### src/sv/kmc_ram.sv
// ----------------------------------------------------------------------------
// kmc_ram: generic simple dual-port RAM
// One write port, one read port, read data registered (valid in the cycle after the read address).
// ----------------------------------------------------------------------------
`timescale 1ns / 1ps

module kmc_ram #(
	parameter int WIDTH = 16,
	parameter int DEPTH = 256
) (
	input  logic                     clk,
	input  logic                     we,
	input  logic [$clog2(DEPTH)-1:0] waddr,
	input  logic [WIDTH-1:0]         wdata,
	input  logic [$clog2(DEPTH)-1:0] raddr,
	output logic [WIDTH-1:0]         rdata
);

	logic [WIDTH-1:0] mem [DEPTH];

	always_ff @(posedge clk) begin
		if (we) begin
			mem[waddr] <= wdata;
		end
		rdata <= mem[raddr];
	end

endmodule

### config.mk
export PLATFORM = sky130hd
export DESIGN_NAME = kmc_ram
export DESIGN_NICKNAME = d
export VERILOG_FILES = /design/src/sv/kmc_ram.sv
export SDC_FILE = /design/constraint.sdc
export NUM_CORES = 2
export LEC_CHECK = 0
export ABC_AREA = 0
export BUFFER_PORTS_ARGS = -buffer_cell sky130_fd_sc_hd__buf_2
export CELL_PAD_IN_SITES_DETAIL_PLACEMENT = 2
export CELL_PAD_IN_SITES_GLOBAL_PLACEMENT = 2
export CORE_UTILIZATION = 38
export DETAILED_ROUTE_END_ITERATION = 10
export GPL_TIMING_DRIVEN = 1
export HOLD_SLACK_MARGIN = 0.06
export PLACE_DENSITY_LB_ADDON = 0.1
export SLEW_MARGIN = 20
export SYNTH_ARGS = -nofsm -noshare
export SYNTH_HDL_FRONTEND = slang
export SYNTH_SLANG_ARGS = --single-unit
### constraint.sdc
create_clock -name clk -period 3.55 [get_ports clk]
set_input_delay 0.71 -clock clk [delete_from_list [all_inputs] [get_ports clk]]
set_output_delay 0.71 -clock clk [all_outputs]
set_load 0.005 [all_outputs]
==> results.yml <==
worst_setup_path:
  crit_fanout: 18
  start_kind: "primary input"
  cp_slowest_cell: "a22oi_1"
  crit_path_end_kind: "register"
  cp.required_ns: 4.46
  arrival_ns: 4.13
  worstSetupPathType: "primary input to register"
  path_cells: "buf_12, buf_12, buf_12, buf_4, mux2i_1, o221ai_1, buf_4, o22ai_1, a22oi_1, nand3_1, buf_4, nor4_1"
  critPathMaxStageDelay_ns: 0.71
synth:
  synth_warnings: 0
  synth_cells: 7360
  synth_enable_flop_cells: 4096
  synthesis.nets: 7394
  async_flop_share_pct: 0
  synth_seq_cells: 4112
  yosysUniqueCellTypes: 52
  syn_area_um2: 158700
  ys_seq_area_share_pct: 77.70
  synth_top_area_share_pct: 77.50
  synth_top_area_cell: "edfxtp_1"
  synthTopCellsByArea: "edfxtp_1 (77%), mux4_2 (11%), mux2i_1 (3.6%)"
  syn_area_per_cell_um2: 21.56
  synthFlopType: "edfxtp_1"
drt:
  vias: 82440
  drtIter0Drc: 8431
  routed_wl_mm: 518.8
  drc: 0
  vias_per_cell: 5.782
  ant_nets: 0
  drt-wirelength-per-cell_um: 36.39
  drtPass1Iterations: 5
sta:
  finalHoldWorstSlack_ns: 0.1246
  timing.final.crit_share_pct: 90.69
  rsz0062_at_grt: "false"
  fin_skew_ns: 0.06338
  finalSetupViolations: 0
  worst_slew_pin_slew_ns: 1.219
  min_period_ns: 3.219
  slew_headroom_pct: 16.60
  slew_viol_final: 0
  hold_viol: 0
  fmaxAchievable_mhz: 310.6
  setup_tns_ns: 0
clocking:
  cts_tree: "done"
  cts.hold.buffers_added: 0
  htreeDepth: 5
  clock_latency_ns: 1.01
  cts.sinks: 4112
  post_cts_buffers: 0
  cts_resized: 0
  numCtsBuffers: 448
  clockRootBuffer: "clkbuf_16"
  clk_pin_slew_ns: 0.06
  cts_buffer_depth: 4
power_and_ir_drop:
  p_comb_share_pct: 5.8
  ir_drop_mv: 0.5020
  pwr-share-clk_pct: 43.0
  seq_power_share_pct: 51.2
  pwr_density_cell_nw_per_um2: 558.8
  p_int_uw: 81360
  total_power_uw: 104700
  p_switching_uw: 23340
  swShare_pct: 22.30
  leakage_uw: 0.06033
placement:
  dpl.hpwl_mm: 332.7
  gp_congestion: 0.8322
  port_buffers: 49
  post_dp_cell_area_um2: 173400
grt:
  grt_busiest_layer: "met2"
  gr-usage-met2_pct: 40.05
  grt_pass1_vias: 87660
  grt_use_met1_pct: 35.44
  grt_remaining_overflow: 0
  grt_max_degree: 106
  grt_pass1_wl_mm: 722.2
  grt_usage_pct: 24.59
  met3_usage_pct: 3.170
  antenna_found_initial: 42
floorplan:
  initial_core_util_pct: 38.28
  core_area_um2: 414600
  rows: 236
  die_x_um: 648.3
  ios: 50
  die_y_um: 648.3
  dieArea_um2: 420300
cells_and_area:
  layout-drive-gt1-share_pct: 30.92
  syn2layout_area_growth_pct: 18.05
  fin_nets: 8444
  fill_cells: 37210
  layout.cell_area.non_filler_um2: 187400
flow_run:
  maxCapViolations: 0
worst_hold_path:
  worstHoldPathType: "primary input to register"
status:
  run_status: "finished clean"
[metal layers]
metal / vias up / share of wire, % / wire, um
met1: 45960 / 44 / 229500
met2: 2406 / 48 / 249300
met3: 587 / 5.4 / 27970
li1: 33470 / - / -
met4: 12 / 2.3 / 12000
met5: - / 0.017 / 90
[kinds of logic (layout without fill, tap and decap cells)]
logic type	count (synthesis)	count (layout)	share of synthesized area, %
simple gates	556	556	1.574
flops	4112	4112	77.70
mux	1450	1450	15.50
other cells	0	17	0
compound gates	786	786	3.537
buf+inv	456	1863	1.693
[Yosys cell counts, types with 16 or more instances]
cell type,n
nand2_1,38
a211oi_1,18
o221ai_1,252
mux4_2,797
buf_1,27
buf_2,76
mux2i_1,565
o32ai_1,20
o31ai_1,16
nand4_1,26
buf_4,26
a22o_1,32
nor2_1,304
nor3_1,92
mux2_2,88
dfxtp_1,16
clkbuf_1,230
a22oi_1,43
nand3_1,35
nor4_1,17
edfxtp_1,4096
o21ai_0,37
buf_6,77
o22ai_1,148
a221oi_1,28
a21oi_1,175
[path summary, 6_finish.rpt]
path,from,end,slack [ns],depth (start not counted)
setup / recovery,raddr[0],rdata[2],0.33,12
hold / removal,wdata[15],mem[128][15],0.12,1
setup reg to reg,mem[19][13],rdata[13],0.47,6
hold reg to reg,mem[201][15],rdata[15],1.09,6
[power groups by stage]
stage | sequential (uW) | combinational [uW] | clock, uW
3_5_place_dp | 54700 | 6120 | 0
6_report | 53600 | 6060 | 45000
4_1_cts | 53600 | 6140 | 46000
5_1_grt | 53600 | 6330 | 47500
3_3_place_gp | 54600 | 5990 | 0
2_1_floorplan | 54600 | 2640 | 0
[metrics by stage]
step / utilization [%] / std cells / setup slack, ns
after floorplan: - / 7360 / 0.6750
after global placement: 41.83 / 13430 / -0.7811
after detailed placement: 41.83 / 13430 / -0.9371
after CTS: 45.18 / 14240 / 0.1139
after global routing: 45.19 / 14250 / 0.1940
final: 45.20 / 14260 / 0.3306
[flip-flops by register name (all words and copies together), names as in the netlist]
name   count
mem     4096
rdata     16
[critical path: cells and delay by family]
family / cells / cell delay [ns]
buffers and inverters: 6 / 1.45
AND/OR/NAND/NOR: 2 / 0.59
multiplexers: 1 / 0.14
AO/OA/AOI/OAI: 3 / 1.12
[layout by cell type (no fill, tap or decap), types with 6 or more instances in the layout]
master	instances
o32ai_1	20
a22o_1	32
mux2i_1	565
o31ai_1	15
buf_12	164
bufinv_16	29
a22oi_1	43
edfxtp_1	4096
nor2_2	155
buf_2	28
and3_1	11
a211oi_1	18
o221ai_1	252
mux2_2	88
mux4_2	797
nand3_1	25
clkinv_2	73
nor2b_1	9
nor4_1	17
a31oi_1	6
a21oi_1	175
nand2_1	37
nand4_1	26
buf_4	840
buf_8	17
inv_6	8
clkbuf_1	110
o21ai_0	37
clkbuf_16	457
dfxtp_1	16
a221oi_1	28
nand3_2	10
clkinv_1	111
o22ai_1	148
a2111oi_0	6
diode_2	17
nor3_1	88
nor2_1	148
[cell type report]
type	count	area, um2	share of cell area [%]
antenna	17	42.54	0.02270
clock buffer	571	11900	6.353
clock inverter	236	1973	1.053
inverter	4	27.53	0.01469
multi-input combinational	2792	33220	17.73
sequential	4112	123300	65.82
tap	5474	6849	3.655
timing repair buffer	1052	10040	5.357
No activity file was read; power rests on OpenSTA's default activity.
