File: src/sv/kmc_pkg.sv
// ----------------------------------------------------------------------------
// kmc_pkg: shared definitions for the k-means cluster engine
// Sizes, store address widths, command and register codes, sequencer states.
// ----------------------------------------------------------------------------
`timescale 1ns / 1ps

package kmc_pkg;

	localparam int MAX_POINTS  = 1024;
	localparam int MAX_DIMS    = 8;
	localparam int MAX_CENTRES = 16;
	localparam int VALUE_BITS  = 16;
	localparam int MAX_ITERS   = 255;

	localparam int PIDX_W = $clog2(MAX_POINTS);
	localparam int DIDX_W = $clog2(MAX_DIMS);
	localparam int CIDX_W = $clog2(MAX_CENTRES);
	localparam int PT_AW  = PIDX_W + DIDX_W;
	localparam int CT_AW  = CIDX_W + DIDX_W;

	localparam int DIST_W  = 35;
	localparam int ERR_W   = 45;
	localparam int SUM_W   = 26;
	localparam int CNT_W   = 11;
	localparam int ITER_W  = 8;
	localparam int ASN_W   = CIDX_W + DIST_W;
	localparam int DIFF_W  = VALUE_BITS + 1;
	localparam int PROD_W  = 2 * DIFF_W;

	localparam int CFG_IDX_W = 2;
	localparam int CFG_DAT_W = 11;

	typedef enum logic [1:0] {
		ACT_LOAD  = 2'd0,
		ACT_SEED  = 2'd1,
		ACT_START = 2'd2,
		ACT_READ  = 2'd3
	} action_t;

	typedef enum logic [CFG_IDX_W-1:0] {
		REG_POINT_COUNT  = 2'd0,
		REG_DIM_COUNT    = 2'd1,
		REG_CENTRE_COUNT = 2'd2,
		REG_ITER_LIMIT   = 2'd3
	} reg_index_t;

	typedef enum logic [4:0] {
		ST_INIT,
		ST_IDLE,
		ST_SEED,
		ST_READ,
		ST_CLR,
		ST_DIST,
		ST_DWAIT,
		ST_ASGN,
		ST_ACC,
		ST_AWAIT,
		ST_UPD_C,
		ST_UPD_RD,
		ST_UPD_WT,
		ST_UPD_DIV,
		ST_UPD_WR,
		ST_CHECK,
		ST_SUM
	} state_t;

endpackage

File: src/sv/kmc_div.sv
// ----------------------------------------------------------------------------
// kmc_div: restoring unsigned divider for the centre mean
// Produces one quotient bit per cycle; done pulses when the quotient is valid.
// ----------------------------------------------------------------------------
`timescale 1ns / 1ps

module kmc_div (
	input  logic                      clk,
	input  logic                      arst_n,
	input  logic                      start,
	input  logic [kmc_pkg::SUM_W-1:0] dividend,
	input  logic [kmc_pkg::CNT_W-1:0] divisor,
	output logic                      done,
	output logic [kmc_pkg::SUM_W-1:0] quotient
);

	import kmc_pkg::*;

	localparam int STEP_W = $clog2(SUM_W + 1);

	logic [SUM_W-1:0]  dvd_q;
	logic [CNT_W-1:0]  dvs_q;
	logic [CNT_W:0]    rem_q;
	logic [STEP_W-1:0] step_q;
	logic              busy_q;
	logic              done_q;
	logic [CNT_W:0]    trial;
	logic              fits;

	always_comb begin
		trial = {rem_q[CNT_W-1:0], dvd_q[SUM_W-1]};
		fits  = trial >= {1'b0, dvs_q};
	end

	always_ff @(posedge clk or negedge arst_n) begin
		if (!arst_n) begin
			busy_q <= 1'b0;
			done_q <= 1'b0;
			step_q <= '0;
		end else begin
			done_q <= 1'b0;
			if (start) begin
				busy_q <= 1'b1;
				step_q <= '0;
			end else if (busy_q) begin
				step_q <= step_q + 1'b1;
				if (step_q == STEP_W'(SUM_W - 1)) begin
					busy_q <= 1'b0;
					done_q <= 1'b1;
				end
			end
		end
	end

	// Dividend register doubles as the quotient shift register.
	always_ff @(posedge clk) begin
		if (start) begin
			dvd_q <= dividend;
			dvs_q <= divisor;
			rem_q <= '0;
		end else if (busy_q) begin
			rem_q <= fits ? (trial - {1'b0, dvs_q}) : trial;
			dvd_q <= {dvd_q[SUM_W-2:0], fits};
		end
	end

	assign done     = done_q;
	assign quotient = dvd_q;

endmodule

File: config.mk
export PLATFORM = sky130hd
export DESIGN_NAME = kmc_div
export DESIGN_NICKNAME = d
export VERILOG_FILES = /design/src/sv/kmc_pkg.sv /design/src/sv/kmc_div.sv
export SDC_FILE = /design/constraint.sdc
export NUM_CORES = 1
export LEC_CHECK = 0
export ABC_AREA = 1
export BUFFER_PORTS_ARGS = -buffer_cell sky130_fd_sc_hd__buf_2
export CAP_MARGIN = 0
export CORE_ASPECT_RATIO = 0.75
export CORE_MARGIN = 5
export CORE_UTILIZATION = 54
export DETAILED_ROUTE_END_ITERATION = 16
export PLACE_DENSITY = 0.79
export SYNTH_ARGS = -nofsm -noshare
export SYNTH_HDL_FRONTEND = slang
export SYNTH_SLANG_ARGS = --single-unit
File: constraint.sdc
create_clock -name clk -period 2.3 [get_ports clk]
set_clock_uncertainty 0.1 [all_clocks]
set_input_delay 0.46 -clock clk [delete_from_list [all_inputs] [get_ports clk]]
set_output_delay 0.46 -clock clk [all_outputs]
set_load 0.01 [all_outputs]
==> parameters.txt, run 1 <==
Parameter                              Value

Route
  Via Count ... 2626
  DRT Pass-1 Iters ... 5
  Total wirelength of the detailed-routed design ... between 7000 and 8000 um
  Via/cell ratio ... 5.079
  Starting DRC count in detailed routing ... about 160
  Residual DRC ... 0
  DRT antenna net count ... 0
  Per-cell routed wire length ... 13.57 um

Logic synthesis
  Commonest cells in the synthesized netlist ... sky130_fd_sc_hd__nand2_1 (145), sky130_fd_sc_hd__inv_1 (49), sky130_fd_sc_hd__edfxtp_1 (37), sky130_fd_sc_hd__nand3_1 (26), sky130_fd_sc_hd__nand4_1 (15)
  Yosys warning count ... 0
  Leading cell type by number of instances after synthesis ... sky130_fd_sc_hd__nand2_1
  Most used flip-flop cell after synthesis ... sky130_fd_sc_hd__edfxtp_1
  Synthesis-stage register bit count ... 55
  Synth area leaders ... sky130_fd_sc_hd__edfxtp_1 (36%), sky130_fd_sc_hd__nand2_1 (18%), sky130_fd_sc_hd__dfxtp_1 (7.2%)
  Distinct cell type count after synthesis ... 31
  Post-Syn Area ... roughly 3000 sq um
  Share of synthesized registers carrying an async set or reset ... between 10% and 20%
  Number of instances in the synthesized netlist ... 371
  Cell accounting for the most synthesized area ... sky130_fd_sc_hd__edfxtp_1
  Share of the synthesized area in the top cell type ... 36.20%
  Number of flops mapped to enable cells by yosys ... 37
  Synthesized net count ... 425
  Sequential-to-total area share from yosys stat ... 49.08%
  Avg Cell Area, Syn ... 8.273 sq um

Floorplanning
  Number of placement rows ... 23
  Die H ... 75.29 um
  Area enclosed by the die boundary ... 7307 sq um
  Core area ... 5439 sq um
  Chip Width ... ~97 um
  I/O pins ... 67
  Starting utilization of the core area ... roughly 56%

Critical path
  Classification of the worst setup path ... flop to flop
  Nature of the critical path endpoint ... flop
  Reg-to-Reg End ... rem_q[6]
  Worst setup slack for register-to-register paths ... about 220 ps
  Worst R2R Start ... quotient[25]
  Max FO, Critical Path ... 12
  Critical Path AT ... 2190 ps
  Number of cells traversed by the worst register-to-register path ... 11
  Nature of the critical path startpoint ... flop
  Worst path required time ... 2410 ps

CTS
  Clock latency on the worst-skew pair ... 310 ps
  Number of hold buffers added after cts ... 1
  Master cell of the clock root buffer ... sky130_fd_sc_hd__clkbuf_8
  Number of levels the H-tree was split into ... 2
  CTS max path bufs ... 2
  Number of clock buffers inserted by TritonCTS ... 5
  Post-CTS sizing ... 0
  CTS clk-pin slew, worst paths ... roughly 100 ps
  TritonCTS clock tree ... yes
  Buffer count from post-CTS setup fixing ... 0
  Sinks on the clock net ... 55

Min path
  Class of the tightest hold or removal check ... primary input to flop
  Hold path cells ... 1
  Hold path start ... divisor[2]
  Endpoint with the worst hold slack ... dvs_q[2]

Status
  Status ... finished, final reports clean

Placed design
  Dpl hpwl ... 5361 um
  Input/output buffers ... 66
  Cell Count Post-Placement ... 508
  Post-DP Area ... 3487 sq um
  Weighted congestion at the end of routability-driven global placement ... 0.9735

Power
  Max rail drop VDD ... 0.4870 mV
  Power density over the cells ... 947.4 nW/um^2
  Post-layout total power ... 3.395 mW
  Static leakage ... 1.887 nW

Timing
  Pin slew with the least headroom to its limit ... 440.9 ps
  Pins over their slew limit ... 0
  Number of endpoints with negative hold slack in the final report ... 0
  Final Setup Violations ... 0
  RSZ-0062 raised after global routing ... false
  Post-route setup TNS ... 0 ps
  Final Cycle Share ... 90.35%
  Max Clk Rate ... 0.4812 GHz
  Minimum period implied by the final worst setup slack ... around 2100 ps
  Worst-case headroom to the max-slew limit ... just over 70%
  Worst-case hold slack ... 226.3 ps

Final layout
  Net total in the final layout ... 495
  Antenna diode count ... 0
  Final instance area ... 3583 sq um
  Share of cells above drive strength 1 ... 24.43%
  Number of filler instances in the final layout ... 435
  Area grow syn2layout ... 16.76%
  Non-filler instance count after layout ... approximately 520

Global route
  Number of global-route vias before repair ... around 2600
  Maximum number of pins on one net before global-route repair ... 33
  Number of antenna violations at the first check in global routing ... 0
  Global Route Usage Sum ... 19.84%
  First-pass GRT wire length ... 11660 um
  Remaining Overflow, GRT ... 0

Flow run
  Max-cap violation count ... 0
[power breakdown]
part | leakage, nW | total [mW] | switching (mW) | internal (mW)
combinational | 1.27 | 1.52 | 0.959 | 0.563
sequential | 0.575 | 1.33 | 0.110 | 1.22
clock | 0.0452 | 0.539 | 0.323 | 0.216
total | 1.89 | 3.39 | 1.39 | 2.00
[worst max path at each step]
| stage | start | endpoint | slack (ps) | cells past startpoint |
|---|---|---|---|---|
| floorplan | quotient[25] | rem_q[7] | 340 | 12 |
| global placement | quotient[25] | rem_q[6] | 350 | 11 |
| detailed placement | quotient[25] | quotient[0] | 220 | 10 |
| CTS | quotient[25] | rem_q[6] | 210 | 11 |
| global route | quotient[25] | rem_q[7] | 70 | 11 |
| finish | quotient[25] | rem_q[6] | 220 | 11 |
[layout by cell type (no fill, tap or decap), drive strengths merged]
cell         instances
dfxtp               11
nand2              158
o22ai                1
clkbuf               6
dlygate4sd3          1
fa                   1
nor3                 1
dfrtp                7
and2                 1
edfxtp              37
clkinv               2
ha                  13
xnor2                2
o21ai                3
a21oi                7
nand4               16
inv                 51
or2                  1
nand3               32
nor2                16
xor2                 1
buf                 74
[layer usage]
metal  vias up  GRT usage, %  wire [um]
li1       1323             -          -
met3         4         6.587        567
met4         0         3.738         40
met5         -             0          0
met1      1216         26.82       3180
met2        83         32.11       3228
[critical path, stage by stage (launching register included)]
cell,delay (ps)
sky130_fd_sc_hd__edfxtp_1,370
sky130_fd_sc_hd__inv_1,70
sky130_fd_sc_hd__ha_1,230
sky130_fd_sc_hd__fa_1,400
sky130_fd_sc_hd__inv_1,90
sky130_fd_sc_hd__nand3_1,80
sky130_fd_sc_hd__nand3_2,120
sky130_fd_sc_hd__nand2_2,90
sky130_fd_sc_hd__nand4_4,190
sky130_fd_sc_hd__nand3_1,110
sky130_fd_sc_hd__nand3_1,90
sky130_fd_sc_hd__nand2_1,50
[sequential cells by signal (all words and copies together), names as in the netlist]
name / cells
rem_q: 11
dvs_q: 11
busy_q: 1
step_q: 5
quotient: 26
done: 1
[metrics by stage]
stage | util [%] | setup WS [ps]
detailed placement | 64.11 | 221.5
finish | 65.88 | 221.9
floorplan | - | 342.0
CTS | 65.88 | 205.6
global route | 65.88 | 66.39
global placement | 64.11 | 353.8
[cells by family after synthesis]
kind of cell / after synthesis / share of synthesized area [%]
XOR/XNOR: 3 / 0.8563
AO/OA/AOI/OAI: 11 / 1.957
adder cells (fa/ha/maj): 14 / 5.952
flip-flops: 55 / 49.08
buffers and inverters: 63 / 8.806
AND/OR/NAND/NOR: 225 / 33.35
[final cells by class]
class	count	area, sq um	share of cell area [%]
flip-flops and latches	55	1506	42.04
multi-input cells	253	1292	36.07
clock buffers	6	72.57	2.025
inverters	51	191.4	5.342
well taps	75	93.84	2.619
clock inverters	2	13.76	0.3841
repair buffers	75	412.9	11.52
Power figures use the tool's default switching activity.
==> run 2, diff against run 1 <==
BUFFER_PORTS_ARGS = -buffer_cell sky130_fd_sc_hd__buf_4   (was -buffer_cell sky130_fd_sc_hd__buf_2)
PLACE_DENSITY = 0.83   (was 0.79)
==> parameters.txt, run 2 (synthesis gave the netlist of run 1 again) <==
Parameter                              Value

Global route
  Number of global-route vias before repair ... approximately 2600
  Global Route Usage Sum ... 20.07%
  Remaining Overflow, GRT ... 0
  Number of antenna violations at the first check in global routing ... 0
  First-pass GRT wire length ... 11810 um
  Maximum number of pins on one net before global-route repair ... 26

Placed design
  Cell Count Post-Placement ... around 510
  Input/output buffers ... 66
  Dpl hpwl ... 5426 um
  Weighted congestion at the end of routability-driven global placement ... 0.9128

Route
  Starting DRC count in detailed routing ... 146
  Via/cell ratio ... about 5
  Per-cell routed wire length ... 14.10 um
  Residual DRC ... 0
  Total wirelength of the detailed-routed design ... 7288 um
  DRT antenna net count ... 0
  Via Count ... ~2600
  DRT Pass-1 Iters ... 5

Timing
  Pins over their slew limit ... 0
  Pin slew with the least headroom to its limit ... 409.2 ps
  Minimum period implied by the final worst setup slack ... around 2100 ps
  Max Clk Rate ... 0.4779 GHz
  Post-route setup TNS ... 0 ps
  Worst-case headroom to the max-slew limit ... 72.72%
  Number of endpoints with negative hold slack in the final report ... 0
  Final Cycle Share ... 90.97%
  Final Setup Violations ... 0
  RSZ-0062 raised after global routing ... false

Critical path
  CP most frequent cell ... sky130_fd_sc_hd__nand3_1
  Nature of the critical path endpoint ... flop
  Classification of the worst setup path ... flop to flop
  Top delay family on crit path ... simple AND/OR/NAND/NOR gates
  Critical Path AT ... 2210 ps
  Critical-path cell with the highest stage delay ... sky130_fd_sc_hd__fa_1
  Nature of the critical path startpoint ... flop
  Max FO, Critical Path ... 12
  Critical-path cell list ... inv_1, ha_1, fa_1, inv_1, nand3_1, nand3_2, nand2_2, nand4_4, nand3_1, nand3_1, nand2_1
  Critical Path Max Stage Delay ... 420 ps
  Worst path required time ... 2420 ps
  CP bufs+invs ... 2

Status
  Status ... finished, final reports clean

Final layout
  Final Core Density ... 68.67%
  Area grow syn2layout ... 21.69%
  Antenna diode count ... 0
  Most common library cell in the layout ignoring fill and taps ... sky130_fd_sc_hd__nand2_1
  Non-filler instance count after layout ... 517
  Flip-flop count of the largest register after layout ... 26
  Net total in the final layout ... between 400 and 500
  Share of cells above drive strength 1 ... 24.21%
  Commonest cells after routing, fill and taps aside ... sky130_fd_sc_hd__nand2_1 (145), sky130_fd_sc_hd__buf_4 (74), sky130_fd_sc_hd__inv_1 (49)

Floorplanning
  Starting utilization of the core area ... a little under three fifths
  Area enclosed by the die boundary ... 7307 sq um
  I/O pins ... 67
  Die H ... between 70 and 80 um
  Number of placement rows ... 23
  Chip Width ... 97.06 um
  Core area ... roughly 5400 sq um

CTS
  TritonCTS clock tree ... yes
  Post-CTS sizing ... 0
  Number of clock buffers inserted by TritonCTS ... 5
  Buffer count from post-CTS setup fixing ... 0
  Clock latency on the worst-skew pair ... 310 ps
  Number of levels the H-tree was split into ... 2
  CTS clk-pin slew, worst paths ... about 110 ps
  Master cell of the clock root buffer ... sky130_fd_sc_hd__clkbuf_8
  Sinks on the clock net ... 55
  CTS max path bufs ... 2

Power
  Switching part of the total power ... 40.21%
  Switch Pwr ... 1.373 mW
  Cell internal pwr ... 2.043 mW
  Relative contribution of the clock network to total power ... around 16%
  Post-layout total power ... 3.416 mW
  Combinational fraction of design power ... 45.3%
  Max rail drop VDD ... ~0.52 mV
  Power density over the cells ... 914.6 nW/um^2
  Part of the power in registers ... about two fifths
  Static leakage ... around 1.9 nW

Min path
  Class of the tightest hold or removal check ... primary input to flop

Flow run
  Max-cap violation count ... 0
==> run 2: timing repair <==
action,4_1_cts,5_1_grt
hold endpoints to repair,7,0
endpoints found under the setup margin,0,0
hold buffers,1,0
==> run 2: final timing paths <==
kind | startpoint | end | slack [ps] | cells after the start
max | quotient[25] | rem_q[5] | 210 | 11
min | divisor[6] | dvs_q[6] | 210 | 1
max reg2reg | quotient[25] | rem_q[5] | 210 | 11
min reg2reg | step_q[4] | step_q[4] | 370 | 1
max in group asynchronous | arst_n | busy_q | 1600 | 2
min in group asynchronous | arst_n | step_q[0] | 390 | 2
==> run 2: area by class of cell <==
class / instances / area (sq um)
inverter: 51 / 191.4
timing repair buffer: 75 / 565.5
fill: 447 / 1704
sequential: 55 / 1506
multi-input combinational: 253 / 1292
clock buffer: 6 / 72.57
tap: 75 / 93.84
clock inverter: 2 / 12.51
==> run 2: worst reg2reg max path: cells and delay by family, from the launching register on <==
| kind | cells | cell delay (ps) |
|---|---|---|
| fa+ha+maj | 2 | 640 |
| flops | 1 | 360 |
| simple gates | 7 | 760 |
| buf+inv | 2 | 170 |
==> run 2: routing by layer <==
layer	up-vias	GRT usage, %	share of wire [%]
met4	0	6.386	0.86
met5	-	0	0
met3	7	3.568	5.7
met2	79	34.79	51
met1	1168	26.35	43
li1	1327	-	-
==> run 2: power groups by stage <==
stage                     Combinational [mW]  Clock, mW  Sequential, mW
after floorplan                         1.21          0            1.35
after global placement                  1.48          0            1.34
after detailed placement                1.52          0            1.35
after CTS                               1.54      0.546            1.33
after global routing                    1.75      0.585            1.35
final                                   1.55      0.539            1.33
==> run 2: through the flow <==
stage	instance area (sq um)	hold WS, ps	worst slack (ps)
global route	3735	199.1	7.827
floorplan	3069	64.41	342.0
finish	3735	214.4	207.6
detailed placement	3640	175.2	224.6
global placement	3640	174.3	313.0
CTS	3735	210.4	202.9
